`src/sv/damped_spring_wobble_step_macros.svh`:
```
// assertion helpers for the wobble step block
`ifndef DAMPED_SPRING_WOBBLE_STEP_MACROS_SVH
`define DAMPED_SPRING_WOBBLE_STEP_MACROS_SVH

`ifndef SYNTHESIS
// same-cycle implication, checked out of reset
`define DSW_ASSERT_SAME(label, lhs, rhs) \
    label: assert property (@(posedge aclk) disable iff (!aresetn) (lhs) |-> (rhs)) \
        else $error("wobble step check failed");
// next-cycle implication, checked out of reset
`define DSW_ASSERT_NEXT(label, lhs, rhs) \
    label: assert property (@(posedge aclk) disable iff (!aresetn) (lhs) |=> (rhs)) \
        else $error("wobble step check failed");
`else
`define DSW_ASSERT_SAME(label, lhs, rhs)
`define DSW_ASSERT_NEXT(label, lhs, rhs)
`endif

`endif

```
`src/sv/dsw_pkg.sv`:
```
package dsw_pkg;

    localparam int FRAC_BITS_DEF = 16;
    localparam int DIV_W         = 64;
    localparam int DSR_W         = 32;

    // configuration register indexes
    localparam logic [1:0] CFG_ENABLE  = 2'd0;
    localparam logic [1:0] CFG_DRIVE   = 2'd1;
    localparam logic [1:0] CFG_SPRING  = 2'd2;
    localparam logic [1:0] CFG_DAMPING = 2'd3;

    // divide jobs
    localparam logic [2:0] D_VX  = 3'd0;
    localparam logic [2:0] D_VY  = 3'd1;
    localparam logic [2:0] D_AX  = 3'd2;
    localparam logic [2:0] D_AY  = 3'd3;
    localparam logic [2:0] D_PRJ = 3'd4;

    // multiply jobs
    localparam logic [3:0] M_DXX  = 4'd0;
    localparam logic [3:0] M_DYY  = 4'd1;
    localparam logic [3:0] M_AXDY = 4'd2;
    localparam logic [3:0] M_AYDX = 4'd3;
    localparam logic [3:0] M_DRV  = 4'd4;
    localparam logic [3:0] M_SPR  = 4'd5;
    localparam logic [3:0] M_DMP  = 4'd6;
    localparam logic [3:0] M_FDT  = 4'd7;
    localparam logic [3:0] M_RDT  = 4'd8;

    localparam logic signed [63:0] LIM_HI = 64'sd2147483647;
    localparam logic signed [63:0] LIM_LO = -64'sd2147483648;

    // divider status
    typedef struct packed {
        logic busy;
        logic done;
    } dsw_div_stat_t;

    // clamp a signed wide value to 32 bits
    function automatic logic signed [31:0] sat32(input logic signed [63:0] x);
        logic signed [31:0] r;
        if (x > LIM_HI) begin
            r = 32'sh7fffffff;
        end else if (x < LIM_LO) begin
            r = 32'sh80000000;
        end else begin
            r = x[31:0];
        end
        return r;
    endfunction

    // clamp a sign and magnitude pair to 32 bits
    function automatic logic signed [31:0] sat_mag(input logic neg, input logic [63:0] q);
        logic signed [31:0] r;
        if (!neg) begin
            r = (q > 64'd2147483647) ? 32'sh7fffffff : q[31:0];
        end else begin
            r = (q > 64'd2147483648) ? 32'sh80000000 : (~q[31:0] + 32'd1);
        end
        return r;
    endfunction

endpackage

```
`src/sv/dsw_div.sv`:
```
module dsw_div
    import dsw_pkg::*;
(
    input  logic               aclk,
    input  logic               aresetn,
    input  logic               start,
    input  logic [DIV_W-1:0]   dividend,
    input  logic [DSR_W-1:0]   divisor,
    output dsw_div_stat_t      stat,
    output logic [DIV_W-1:0]   quotient
);

    localparam int CNT_W = $clog2(DIV_W);
    localparam logic [CNT_W-1:0] CNT_LAST = CNT_W'(DIV_W - 1);

    logic               busy_reg, busy_next;
    logic               done_reg, done_next;
    logic [CNT_W-1:0]   cnt_reg, cnt_next;
    logic [DIV_W-1:0]   dvd_reg, dvd_next;
    logic [DSR_W:0]     rem_reg, rem_next;
    logic [DSR_W-1:0]   dsr_reg, dsr_next;
    logic [DSR_W:0]     rem_sh;
    logic               fits;

    // one quotient bit a cycle, restoring
    always_comb begin
        rem_sh    = {rem_reg[DSR_W-1:0], dvd_reg[DIV_W-1]};
        fits      = rem_sh >= {1'b0, dsr_reg};
        busy_next = busy_reg;
        done_next = 1'b0;
        cnt_next  = cnt_reg;
        dvd_next  = dvd_reg;
        rem_next  = rem_reg;
        dsr_next  = dsr_reg;
        if (start) begin
            busy_next = 1'b1;
            cnt_next  = '0;
            dvd_next  = dividend;
            rem_next  = '0;
            dsr_next  = divisor;
        end else if (busy_reg) begin
            rem_next = fits ? (rem_sh - {1'b0, dsr_reg}) : rem_sh;
            dvd_next = {dvd_reg[DIV_W-2:0], fits};
            cnt_next = cnt_reg + CNT_W'(1);
            if (cnt_reg == CNT_LAST) begin
                busy_next = 1'b0;
                done_next = 1'b1;
            end
        end
    end

    always_ff @(posedge aclk) begin
        if (!aresetn) begin
            busy_reg <= 1'b0;
            done_reg <= 1'b0;
            cnt_reg  <= '0;
        end else begin
            busy_reg <= busy_next;
            done_reg <= done_next;
            cnt_reg  <= cnt_next;
        end
        dvd_reg <= dvd_next;
        rem_reg <= rem_next;
        dsr_reg <= dsr_next;
    end

    assign stat.busy = busy_reg;
    assign stat.done = done_reg;
    assign quotient  = dvd_reg;

endmodule

```
`config.mk`:
```
export PLATFORM = sky130hd
export DESIGN_NAME = dsw_div
export DESIGN_NICKNAME = d
export VERILOG_FILES = /design/src/sv/damped_spring_wobble_step_macros.svh /design/src/sv/dsw_pkg.sv /design/src/sv/dsw_div.sv
export SDC_FILE = /design/constraint.sdc
export NUM_CORES = 1
export LEC_CHECK = 0
export ABC_AREA = 0
export BUFFER_PORTS_ARGS = -buffer_cell sky130_fd_sc_hd__buf_2
export CORE_MARGIN = 2
export CORE_UTILIZATION = 30
export CTS_CLUSTER_SIZE = 8
export DETAILED_ROUTE_END_ITERATION = 10
export HOLD_SLACK_MARGIN = 0.12
export PLACE_DENSITY_LB_ADDON = 0.25
export SYNTH_ARGS = -nofsm -noshare
export SYNTH_HDL_FRONTEND = slang
export SYNTH_SLANG_ARGS = --single-unit
```
`constraint.sdc`:
```
create_clock -name aclk -period 3.33 [get_ports aclk]
set_input_delay 0.4995 -clock aclk [delete_from_list [all_inputs] [get_ports aclk]]
set_output_delay 0.4995 -clock aclk [all_outputs]
set_load 0.05 [all_outputs]
```
==> results.yml, run 1 <==
placed_design:
  finalWeightedCongestion: 0.837
  place_hpwl_um: 13700
  place.detailed.instances: 1139
  io_buf_count: 164
die:
  effective_utilization_at_floorplan: 0.307
  overall_die_area_um2: 26300
  io_pins: 165
  die_height_um: 162
  rows: 57
  core_area_um2: 24400
  fp.dieW_um: 162
global_route:
  antenna_found_initial: 0
  grt_first_pass_wirelength_um: 30700
  global_route.overflow_total: 0
  maximum_number_of_pins_on_one_net_before_global_route_repair: 65
  track_usage: 0.148
  first_global_vias: 5751
routing:
  final_antenna_violating_net_count: 0
  drt_iter0_markers: 275
  post-route-drc-count: 0
  routed_via_density: 4.80
  wl_per_cell_um: 16.1
  detailroute.via_count: 5623
  routed_wirelength_um: 18900
  first_pass_iters: 4
setup_path:
  crit_start: "dsr_reg[28]$_DFFE_PP_"
  setup.worst_path.end_class: "register"
  arrival_ns: 3.26
  critical_path_required_ns: 3.59
  worstReg2RegStart: "dsr_reg[28]$_DFFE_PP_"
  crit_type: "register to register"
  rrSetupSlack_ns: 0.33
  critical_path_peak_fanout: 16
  rr_endpoint: "rem_reg[18]$_SDFFE_PP0P_"
  startpoint_type: "register"
  timing.reg2reg.worst_path_depth: 11
synthesis:
  dominantRegCellSynth: "edfxtp_1"
  ys_types: 67
  synth.ff_latch_count: 136
  synth_edf_count: 96
  ys_async_sr_fraction: 0
  seq_area_frac_synth: 0.492
  synth_area_um2: 7490
  synth_nets: 808
  synth.yosys.warnings: 0
  syn-instance-count: 675
  avgSynthCellArea_um2: 11.1
cells_and_area:
  layout_overhead_on_the_synthesized_area_pct: 24.4
  layout.cells.most_common_list: "buf_2, edfxtp_1, mux2_2"
  nNetsFinal: 967
  layout.cells.most_common: "buf_2"
  antenna-diode-count: 0
  drive_gt1_frac: 0.334
  post_layout_nonfiller_instances: 1171
  largest_reg_flops: 64
clock_tree:
  clock_tree.root_cell: "clkbuf_16"
  tritoncts: "done"
  cts_resized: 0
  postCtsSetupBuffers: 0
  cts_buffers: 17
  sink_count: 136
  hold_buffers: 0
  worst_setup_hold_path_clk_slew_ns: 0.07
  clock_tree.htree_level_count: 4
  ctsLongestPathBuffers: 2
  insertion_delay_ns: 0.43
power:
  power.ir.vdd_worst_mv: 0.354
  static-leakage-power_nw: 4.00
  power-per-cell-area_nw_per_um2: 574
timing:
  holdWs_ns: 0.243
  grt_setup_unrepaired: "no"
  finalHoldViolations: 0
  timing.max_slew.rel_slack: 0.498
  setup-violations-final: 0
  period_minus_slack_ns: 3.00
  achievable-frequency_ghz: 0.333
  max_slew.worst_pin.slew_ns: 0.754
  period_share: 0.901
  sum_of_negative_setup_slack_ns: 0
  finalClockSkew_ns: 0.0183
  number_of_max_slew_violations_in_the_final_report: 0
hold_path:
  hold_path_depth: 1
  hold_path_end: "dsr_reg[29]$_DFFE_PP_"
  min_delay_startpoint: "divisor[29]"
  timing.hold.worst.class: "primary input to register"
status:
  outcome: "finished clean"
job:
  drv_cap: 0
stage by stage:
| stage | cell area [um2] | util | setup slack (ns) | total power [W] |
|---|---|---|---|---|
| after floorplan | 7490 | - | 0.324 | 0.00301 |
| after global placement | 8690 | 0.356 | 0.371 | 0.00333 |
| after detailed placement | 8690 | 0.356 | 0.340 | 0.00333 |
| after CTS | 9320 | 0.382 | 0.346 | 0.00544 |
| after global routing | 9320 | 0.382 | 0.0973 | 0.00562 |
| final | 9320 | 0.382 | 0.329 | 0.00535 |
logic make-up (layout without fill, tap and decap cells):
family                     Yosys count  in the layout  share of synthesized area
DFF                                136            136                      0.492
buffers and inverters               88            260                     0.0504
xor gates and xnor gates            27             27                     0.0316
muxes                               87             87                      0.127
adders and majority gates           34             34                     0.0578
and+or+nand+nor                    162            162                      0.109
AOI/OAI and AO/OA                  141            141                      0.132
power by group:
group | total (W) | internal (W) | switching, W | leakage (nW)
registers | 0.00208 | 0.00199 | 0.0000900 | 1.29
logic | 0.00122 | 0.000442 | 0.000777 | 2.41
clock network | 0.00206 | 0.00121 | 0.000847 | 0.308
total | 0.00535 | 0.00364 | 0.00171 | 4.00
how the worst max path moves through the flow:
stage / end / slack (ns) / depth (start not counted)
floorplan: rem_reg[28]$_SDFFE_PP0P_ / 0.32 / 11
global placement: rem_reg[20]$_SDFFE_PP0P_ / 0.37 / 11
detailed placement: rem_reg[18]$_SDFFE_PP0P_ / 0.34 / 11
CTS: rem_reg[18]$_SDFFE_PP0P_ / 0.35 / 11
global route: rem_reg[30]$_SDFFE_PP0P_ / 0.1 / 11
finish: rem_reg[18]$_SDFFE_PP0P_ / 0.33 / 11
worst max-delay path, cell delays in order, from the launching register on:
cell      delay (ns)
edfxtp_1        0.32
inv_1           0.04
ha_1            0.38
and2_1          0.22
a221o_1         0.34
a21oi_1         0.16
o21ai_1         0.11
o41ai_1         0.33
a21o_2          0.43
buf_12          0.21
mux2i_1         0.20
a211oi_1        0.09
layout make-up:
| type | instances | area (um2) |
|---|---|---|
| Fill cell | 2472 | 15100 |
| Sequential cell | 136 | 3680 |
| Multi-Input combinational cell | 451 | 3430 |
| Timing Repair Buffer | 176 | 976 |
| Clock buffer | 17 | 425 |
| Tap cell | 324 | 405 |
| Clock inverter | 15 | 200 |
| Inverter | 52 | 195 |
synthesized netlist by cell type, drive strengths merged (5+ instances only):
cell type,number,share of area
edfxtp,96,0.38
nor4,6,0.0067
and2,5,0.0042
mux2i,23,0.031
nand2,32,0.016
o21ai,18,0.012
ha,33,0.055
a211oi,25,0.026
a31oi,5,0.0042
nor3,9,0.0060
nand4,10,0.0083
a21oi,32,0.021
clkbuf,22,0.011
buf,14,0.013
o21a,5,0.0050
a21o,15,0.015
o211ai,5,0.0050
mux2,64,0.096
inv,52,0.026
dfxtp,40,0.11
nor3b,6,0.0060
xnor2,17,0.020
nand3,11,0.0073
xor2,10,0.012
nor2,56,0.028
layer usage:
metal  routed length, um  global-route usage  part of all wire  up-vias
met1                8660               0.194              0.46     2636
met3                1540              0.0600             0.081        9
met5                   0                   0                 0        -
li1                    -                   -                 -     2830
met2                8550               0.228              0.45      148
met4                 153              0.0406            0.0081        0
No activity file was read; power rests on OpenSTA's default activity.
==> run 2, diff against run 1 <==
--- a/config.mk
+++ b/config.mk
@@ -7,7 +7,7 @@
 export LEC_CHECK = 0
 export ABC_AREA = 0
 export BUFFER_PORTS_ARGS = -buffer_cell sky130_fd_sc_hd__buf_2
-export CORE_MARGIN = 2
+export CORE_MARGIN = 8
 export CORE_UTILIZATION = 30
 export CTS_CLUSTER_SIZE = 8
 export DETAILED_ROUTE_END_ITERATION = 10
==> run 2 against run 1 <==
  * Register-to-register slack got worse by 0.03 ns
  * Non-clock buffer count fell by 1
  * Global-route usage fell by 2.0 points
  * Routed wire length is 2.4% higher
  * Sequential share of layout area is 0.18 points higher
  * Via count increased by 0.28%
  * Combinational power hardly changed
  * Setup slack worse by 0.028 ns
  * Sequential cell count did not move
  * Clock skew barely moved
  * Final area decreased by 0.46%
  * Largest cell class unchanged
  * Highest routed layer is now met5
==> results.yml, run 2 (synthesized netlist as in run 1, its figures left out) <==
status:
  outcome: "finished clean"
clock_tree:
  hold_buffers: 0
  tritoncts: "done"
  clock_tree.root_cell: "clkbuf_16"
  cts_resized: 0
  postCtsSetupBuffers: 0
  sink_count: 136
  cts_buffers: 17
  ctsLongestPathBuffers: 2
  insertion_delay_ns: 0.44
  worst_setup_hold_path_clk_slew_ns: 0.08
  clock_tree.htree_level_count: 4
die:
  die_height_um: 174
  core_area_um2: 24800
  overall_die_area_um2: 30300
  rows: 58
  io_pins: 165
  effective_utilization_at_floorplan: 0.302
  fp.dieW_um: 174
timing:
  finalClockSkew_ns: 0.0187
  max_slew.worst_pin.slew_ns: 0.689
  achievable-frequency_ghz: 0.330
  grt_setup_unrepaired: "no"
  sum_of_negative_setup_slack_ns: 0
  period_share: 0.910
  holdWs_ns: 0.231
  final_critical_path_setup_slack_ns: 0.301
  period_minus_slack_ns: 3.03
  finalHoldViolations: 0
  setup-violations-final: 0
  number_of_max_slew_violations_in_the_final_report: 0
  timing.max_slew.rel_slack: 0.541
routing:
  final_antenna_violating_net_count: 0
  detailroute.via_count: 5639
  routed_wirelength_um: 19400
  drt_iter0_markers: 308
  routed_via_density: 4.80
  first_pass_iters: 4
  post-route-drc-count: 0
  wl_per_cell_um: 16.5
setup_path:
  critical_path_peak_fanout: 4
  rr_endpoint: "rem_reg[28]$_SDFFE_PP0P_"
  critical_path_required_ns: 3.63
  crit_type: "register to register"
  rrSetupSlack_ns: 0.30
  startpoint_type: "register"
  setup.worst_path.end_class: "register"
  worstReg2RegStart: "quotient[63]$_DFFE_PP_"
  arrival_ns: 3.33
  crit_start: "quotient[63]$_DFFE_PP_"
  timing.reg2reg.worst_path_depth: 11
power:
  power-per-cell-area_nw_per_um2: 566
  power.ir.vdd_worst_mv: 0.289
  static-leakage-power_nw: 3.97
global_route:
  global_route.overflow_total: 0
  globalRoute.busiestLayer: "met2"
  first_global_vias: 5883
  grt_first_pass_wirelength_um: 31400
  globalRouteMet3Util: 0.0614
  grt_use_met1: 0.156
  maximum_number_of_pins_on_one_net_before_global_route_repair: 65
  track_usage: 0.129
  globalRouteMet2Util: 0.201
  antenna_found_initial: 3
cells_and_area:
  fill_cells: 2492
  largest_reg_flops: 64
  nNetsFinal: 966
  layout.cells.most_common_list: "buf_2, edfxtp_1, mux2_2"
  layout.cells.most_common: "buf_2"
  drive_gt1_frac: 0.332
  layout_overhead_on_the_synthesized_area_pct: 23.8
  final_core_utilization: 0.374
  antenna-diode-count: 0
  post_layout_nonfiller_instances: 1176
hold_path:
  min_delay_startpoint: "divisor[29]"
  hold_path_depth: 1
  hold_path_end: "dsr_reg[29]$_DFFE_PP_"
  timing.hold.worst.class: "primary input to register"
placed_design:
  io_buf_count: 164
  place_hpwl_um: 14400
  finalWeightedCongestion: 0.795
  place.detailed.instances: 1144
  pre_cts_ws_ns: 0.362
job:
  drv_cap: 0
-- run 2: report_power, final --
part / internal [W] / switching [W] / total, W
logic: 0.000433 / 0.000773 / 0.00121
registers: 0.00199 / 0.0000897 / 0.00207
clock network: 0.00103 / 0.000942 / 0.00197
-- run 2: metal layers --
metal	part of all wire	up-vias
li1	-	2829
met1	0.45	2629
met2	0.45	159
met3	0.096	16
met4	0.0086	6
met5	0.0019	-
-- run 2: stage by stage --
| step | area (um2) | power, W |
|---|---|---|
| floorplan | 7490 | 0.00301 |
| global placement | 8660 | 0.00332 |
| detailed placement | 8660 | 0.00332 |
| CTS | 9280 | 0.00533 |
| global route | 9280 | 0.00550 |
| finish | 9280 | 0.00525 |
-- run 2: worst max-delay path, stage by stage (launching register included) --
cell,delay (ns)
edfxtp_1,0.41
inv_1,0.08
ha_1,0.18
fa_1,0.23
nor2b_1,0.07
o21ba_1,0.20
o31a_1,0.29
or4b_4,0.53
a221o_1,0.36
nor4bb_1,0.17
nor4_2,0.30
nor4_2,0.06
-- run 2: how the worst max path moves through the flow --
stage,end,slack (ns),cells past startpoint
after floorplan,rem_reg[28]$_SDFFE_PP0P_,0.32,11
after global placement,rem_reg[28]$_SDFFE_PP0P_,0.42,11
after detailed placement,rem_reg[28]$_SDFFE_PP0P_,0.36,11
after CTS,rem_reg[28]$_SDFFE_PP0P_,0.29,11
after global routing,rem_reg[28]$_SDFFE_PP0P_,0.15,11
final,rem_reg[28]$_SDFFE_PP0P_,0.30,11
-- run 2: final cells by class --
class	instances	area, um2	area share
multi-input cells	451	3430	0.370
well taps	330	413	0.0445
clock buffers	17	425	0.0459
flip-flops and latches	136	3680	0.397
repair buffers	175	931	0.100
clock inverters	15	196	0.0212
inverters	52	195	0.0210
